`src/rtl/ssw_pkg.sv`:
```
// Shared constants, tables and control types for the supersaw oscillator.
`timescale 1ns / 1ps
package ssw_pkg;
    localparam int SAW_MAX        = 7;
    localparam int IDX_W          = 3;
    localparam int DEF_SAW_COUNT  = 7;
    localparam int DEF_PHASE_BITS = 24;

    localparam logic [23:0] STEP_MAX     = 24'd8053064;
    localparam logic [9:0]  DETUNE_RESET = 10'd819;
    localparam logic [35:0] U_DIVISOR    = 36'd1023;
    localparam logic [4:0]  DIV_B_STEPS  = 5'd16;
    localparam logic [15:0] RECIP_SIX    = 16'd43691;

    typedef struct packed {
        logic load_in;
        logic ld_ux;
        logic ld_uq;
        logic ld_u;
        logic ld_u2;
        logic ld_c1;
        logic ld_cube;
        logic ld_m;
        logic ld_prod;
        logic ld_step;
        logic b_start;
        logic ld_q;
        logic ld_sq;
        logic ld_term;
        logic ld_acc;
        logic ld_out;
    } t_cmd;

    typedef struct packed {
        logic div_done;
        logic blep_act;
        logic last_saw;
    } t_sts;

    function automatic logic [24:0] k_of(input logic [IDX_W-1:0] idx);
        logic [24:0] k;
        case (idx)
            3'd1, 3'd2: k = 25'd27295313;
            3'd3, 3'd4: k = 25'd15600802;
            3'd5, 3'd6: k = 25'd4843542;
            default:    k = 25'd0;
        endcase
        return k;
    endfunction

    function automatic logic neg_of(input logic [IDX_W-1:0] idx);
        return (idx == 3'd1) || (idx == 3'd3) || (idx == 3'd5);
    endfunction

    function automatic logic [14:0] w_of(input logic [IDX_W-1:0] idx);
        logic [14:0] w;
        case (idx)
            3'd0:       w = 15'd14339;
            3'd5, 3'd6: w = 15'd5938;
            default:    w = 15'd9208;
        endcase
        return w;
    endfunction
endpackage

```
`src/rtl/ssw_ctrl.sv`:
```
// Sequencer: steps each saw through step, polyBLEP and mix, then hands off the sample.
`timescale 1ns / 1ps
module ssw_ctrl (
    input  logic          i_clk,
    input  logic          i_rst_n,
    input  logic          i_in_valid,
    output logic          o_in_stall,
    output logic          o_out_valid,
    input  logic          i_out_stall,
    output ssw_pkg::t_cmd o_cmd,
    input  ssw_pkg::t_sts i_sts
);
    import ssw_pkg::*;

    localparam logic [3:0] S_IDLE   = 4'd0;
    localparam logic [3:0] S_UPROD  = 4'd1;
    localparam logic [3:0] S_UEST   = 4'd2;
    localparam logic [3:0] S_UFIX   = 4'd3;
    localparam logic [3:0] S_SQ     = 4'd4;
    localparam logic [3:0] S_CUBE   = 4'd5;
    localparam logic [3:0] S_DIV6   = 4'd6;
    localparam logic [3:0] S_MUL    = 4'd7;
    localparam logic [3:0] S_PROD   = 4'd8;
    localparam logic [3:0] S_STEP   = 4'd9;
    localparam logic [3:0] S_BSTART = 4'd10;
    localparam logic [3:0] S_BWAIT  = 4'd11;
    localparam logic [3:0] S_BSQ    = 4'd12;
    localparam logic [3:0] S_MIX    = 4'd13;
    localparam logic [3:0] S_ACC    = 4'd14;
    localparam logic [3:0] S_FIN    = 4'd15;

    logic [3:0] r_state, n_state;
    logic       r_out_valid, n_out_valid;

    always_comb begin
        n_state     = r_state;
        n_out_valid = r_out_valid && i_out_stall;
        o_cmd       = '0;
        unique case (r_state)
            S_IDLE: begin
                if (i_in_valid) begin
                    o_cmd.load_in = 1'b1;
                    n_state       = S_UPROD;
                end
            end
            S_UPROD: begin
                o_cmd.ld_ux = 1'b1;
                n_state     = S_UEST;
            end
            S_UEST: begin
                o_cmd.ld_uq = 1'b1;
                n_state     = S_UFIX;
            end
            S_UFIX: begin
                o_cmd.ld_u = 1'b1;
                n_state    = S_SQ;
            end
            S_SQ: begin
                o_cmd.ld_u2 = 1'b1;
                n_state     = S_CUBE;
            end
            S_CUBE: begin
                o_cmd.ld_c1 = 1'b1;
                n_state     = S_DIV6;
            end
            S_DIV6: begin
                o_cmd.ld_cube = 1'b1;
                n_state       = S_MUL;
            end
            S_MUL: begin
                o_cmd.ld_m = 1'b1;
                n_state    = S_PROD;
            end
            S_PROD: begin
                o_cmd.ld_prod = 1'b1;
                n_state       = S_STEP;
            end
            S_STEP: begin
                o_cmd.ld_step = 1'b1;
                n_state       = S_BSTART;
            end
            S_BSTART: begin
                o_cmd.b_start = 1'b1;
                n_state       = i_sts.blep_act ? S_BWAIT : S_MIX;
            end
            S_BWAIT: begin
                if (i_sts.div_done) begin
                    o_cmd.ld_q = 1'b1;
                    n_state    = S_BSQ;
                end
            end
            S_BSQ: begin
                o_cmd.ld_sq = 1'b1;
                n_state     = S_MIX;
            end
            S_MIX: begin
                o_cmd.ld_term = 1'b1;
                n_state       = S_ACC;
            end
            S_ACC: begin
                o_cmd.ld_acc = 1'b1;
                n_state      = i_sts.last_saw ? S_FIN : S_UPROD;
            end
            S_FIN: begin
                if (!n_out_valid) begin
                    o_cmd.ld_out = 1'b1;
                    n_out_valid  = 1'b1;
                    n_state      = S_IDLE;
                end
            end
            default: n_state = S_IDLE;
        endcase
    end

    always_ff @(posedge i_clk) begin
        if (!i_rst_n) begin
            r_state     <= S_IDLE;
            r_out_valid <= 1'b0;
        end else begin
            r_state     <= n_state;
            r_out_valid <= n_out_valid;
        end
    end

    assign o_in_stall  = r_state != S_IDLE;
    assign o_out_valid = r_out_valid;
endmodule

```
`config.mk`:
```
export PLATFORM = sky130hd
export DESIGN_NAME = ssw_ctrl
export DESIGN_NICKNAME = d
export VERILOG_FILES = /design/src/rtl/ssw_pkg.sv /design/src/rtl/ssw_ctrl.sv
export SDC_FILE = /design/constraint.sdc
export NUM_CORES = 1
export LEC_CHECK = 0
export ABC_AREA = 1
export BUFFER_PORTS_ARGS = -buffer_cell sky130_fd_sc_hd__buf_2
export CAP_MARGIN = 15
export CORE_AREA = 2 2 39 41
export CTS_BUF_LIST = sky130_fd_sc_hd__clkbuf_4
export CTS_CLUSTER_SIZE = 30
export DETAILED_ROUTE_END_ITERATION = 7
export DIE_AREA = 0 0 41 43
export PLACE_DENSITY = 0.72
export SLEW_MARGIN = 40
export SYNTH_ARGS = -nofsm -noshare
export SYNTH_HDL_FRONTEND = slang
export SYNTH_SLANG_ARGS = --single-unit
```
`constraint.sdc`:
```
create_clock -name i_clk -period 3.4 [get_ports i_clk]
set_clock_uncertainty 0.2 [all_clocks]
set_input_delay 0.51 -clock i_clk [delete_from_list [all_inputs] [get_ports i_clk]]
set_output_delay 0.51 -clock i_clk [all_outputs]
set_load 0.05 [all_outputs]
```
Yosys cells after proc, flatten, opt, wreduce, memory -nomap -nowiden. Index checks and enable logic that the tools add are counted.

Flip-flop bits (word level): 5. Input bits: 7. Output and inout bits: 18. Logic and storage cells: 50.

Eq/ne operators: 18. Mux-type cells: 26. Reductions and logical operators: 4.

Operators by type and width (number): $pmux 4 s16 (1); $eq 4x4->1 const B (8); $mux 1 (20); $eq 4x3->1 const B (4); $mux 4 (4); $eq 4x2->1 const B (2); $ne 2x2->1 const B (3); $eq 4x1->1 const B (1); $logic_not 4->1 (1); $reduce_bool 4->1 (1); $mux 3 (1); $reduce_and 3->1 (1); $logic_and 1x1->1 (1).

Logic depth before layout (Yosys ltp).
Word-level depth: 3. Mapped depth: 8. Mapped depth without buffers: 8.

Worst setup path after synthesis. Ideal clock, no wire load.

Kind: register -> output. Start: reg r_state[0]. End: out o_cmd[15] in the netlist's numbering. Arrival: 1.612 ns. Required time: 2.690 ns. Path slack: 1.078 ns. Cell stages (with the launch flop): 4. Buffers on the path: 0. Path through: dfxtp_1 nor2_1 nand2_1 nor2_1.

RTL lines: from (decl) (RTL line ssw_ctrl.sv:32) `logic [3:0] r_state, n_state;`; from (signal assigned) (RTL line ssw_ctrl.sv:120) `r_state <= n_state;`; to (decl) (RTL line ssw_ctrl.sv:10) `output ssw_pkg::t_cmd o_cmd,`.

==> impl_metrics.toml <==
[outcome]
outcome = "finished, final reports clean"

[clocking]
cts_buffers = 3
ctsHtreeMaxLevel = 1
root_buffer = "clkbuf_4"
ctsHoldBuffers = 0
cts.sinks = 5
worstSkewPairLatency_ns = 0.23
post_cts_buffers = 0
cts_resized = 0
cts_buffer_depth = 2
clk_pin_slew_ns = 0.04
cts_tree = "built"

[pwr]
vdd_drop_max_v = 0.000171
p_per_area_mw_per_mm2 = 351
finalPower_w = 0.000209
p_leak_nw = 0.385

[critical_path]
cp-end-kind = "output pin"
critical_path.max_fanout = 6
cp.arrival_ns = 1.36
cp.required_ns = 2.69
r2r_slack_ns = 1.98
reg2regPathDepth = 7
r2r_end = "r_state[3]"
start_kind = "flip-flop"
r2r-start = "r_state[2]"
timing_worst_setup_path_type = "reg -> out"

[drt]
drt_iter0_drc = 2
routed_wl_mm = 1.07
firstDrtPassIters = 4
vias_per_cell = 4.38
wl_per_cell_um = 8.60
drc_errors = 0
num_vias = 543
detail-route-antenna-nets = 0

[sta]
period_minus_slack_ns = 2.07
fin_crit_sh_pct = 60.9
drv_slew = 0
finalHoldViolCount = 0
relSlewSlack_pct = 83.2
tightest_slew_ns = 0.254
clock.fmax_mhz = 483
setup_viol = 0
setup-tns-final_ns = 0
rsz0062_at_grt = "false"

[global_routing]
grt_pass1_wl_mm = 1.66
grt_overflow = 0
grtUsageMet1_pct = 14.5
grt_max_degree = 7
grt_pass1_vias = 467
antenna_found_initial = 0
grtUsageTotal_pct = 13.6
grtUsageMet2_pct = 23.8
busiest_layer = "met2"
use_met3_pct = 1.57

[place]
gp_congestion = 0.759
io_buffers = 24
hpwl_um = 928

[cells_and_area]
num-nets-final = 116
antenna_cells = 0
drive_gt1_share_pct = 36.1
syn_to_final_growth_pct = 40.0

[floorplanning]
initial_utilization_pct = 30.7
fp.coreArea_sq_mm = 0.00138
die_w_um = 41
io_pins = 25
row_count = 14
die_y_um = 43
die-area_sq_mm = 0.00176

[synthesis]
ys_seq_area_share_pct = 23.5
synthArstFlopShare_pct = 0
yosysMostFrequentCell = "nor2_1"
synth_largest_area_cell = "dfxtp_1"
synth_top_area_share_pct = 23.5
syn_nets = 87
ys_types = 14
synth_area_sq_um = 425
synth.avg_cell_area_sq_um = 5.32
synthTopCellsByArea = "dfxtp_1, nor2_1, inv_1"
synthCells = 80
ys_ff_latch = 5
ys.flop_type = "dfxtp_1"
synth_warnings = 0
synth-edff-count = 0
ys_top_cells_by_count = "nor2_1, inv_1, nand2_1"

[hold_path]
hold-path-endpoint = "o_out_valid"
hp-class = "reg -> reg"
min_from = "o_out_valid"
min_path_cells = 2

[run]
cap_viol_max_count = 0
[state kept, by name, indices dropped and copies added (netlist names)]
register and count:
o_out_valid 1, r_state 4
[per-layer routing]
metal / up-vias / routed length [um]
met5: - / 0
met4: 0 / 0
met3: 0 / 88
met2: 17 / 528
met1: 230 / 449
li1: 296 / -
[kinds of logic (layout without fill, tap and decap cells)]
logic type      Yosys count  after routing  synth area share, %
simple gates             47             47                 49.1
buf+inv                  20             48                 17.6
compound gates            8              8                 9.70
flops                     5              5                 23.5
[per-stage QoR]
stage	utilization (%)	cell area, sq um	setup WS [ns]	hold WS, ns	instances
2_1_floorplan	-	425	1.08	0.391	80
3_3_place_gp	40.9	566	1.61	0.278	120
3_5_place_dp	40.9	566	1.59	0.282	120
4_1_cts	43.0	596	1.32	0.291	124
5_1_grt	43.0	596	1.20	0.337	124
6_report	43.0	596	1.33	0.289	124
[worst max path at each step]
stage	from	end	slack [ns]	cells after the start
floorplan	r_state[0]	o_cmd[15]	1.08	3
global placement	r_state[2]	o_cmd[0]	1.61	5
detailed placement	r_state[2]	o_cmd[0]	1.59	5
CTS	r_state[2]	o_cmd[0]	1.32	5
global route	r_state[2]	o_cmd[0]	1.20	5
finish	r_state[2]	o_cmd[0]	1.33	5
[critical path: stages (launching register included)]
cell and delay, ns:
dfxtp_1 0.42, nand2_2 0.13, nor2_2 0.17, inv_1 0.07, nor2_1 0.08, buf_2 0.26
[where the power goes]
group	internal [W]	switching [W]	leakage, nW
sequential	0.0000620	0.00000448	0.0408
clock	0.0000522	0.0000220	0.0184
combinational	0.0000169	0.0000516	0.326
total	0.000131	0.0000781	0.385
[area by class of cell]
| class | count | area (sq um) |
|---|---|---|
| Clock buffer | 4 | 30.0 |
| Fill cell | 154 | 788 |
| Multi-Input combinational cell | 55 | 250 |
| Tap cell | 16 | 20.0 |
| Sequential cell | 5 | 100 |
| Timing Repair Buffer | 24 | 120 |
| Inverter | 20 | 75.1 |
[layout by cell type, fill, tap and decap left out]
master / instances
buf_2: 24
nor2_1: 20
inv_1: 17
nand2_1: 16
a21oi_1: 5
dfxtp_1: 5
clkbuf_4: 4
nand2_2: 3
inv_2: 3
nor2_2: 3
nand3_1: 3
nor2_4: 1
nand3_2: 1
a31oi_1: 1
o21ai_0: 1
o21ai_1: 1
No activity file was read; power rests on OpenSTA's default activity.
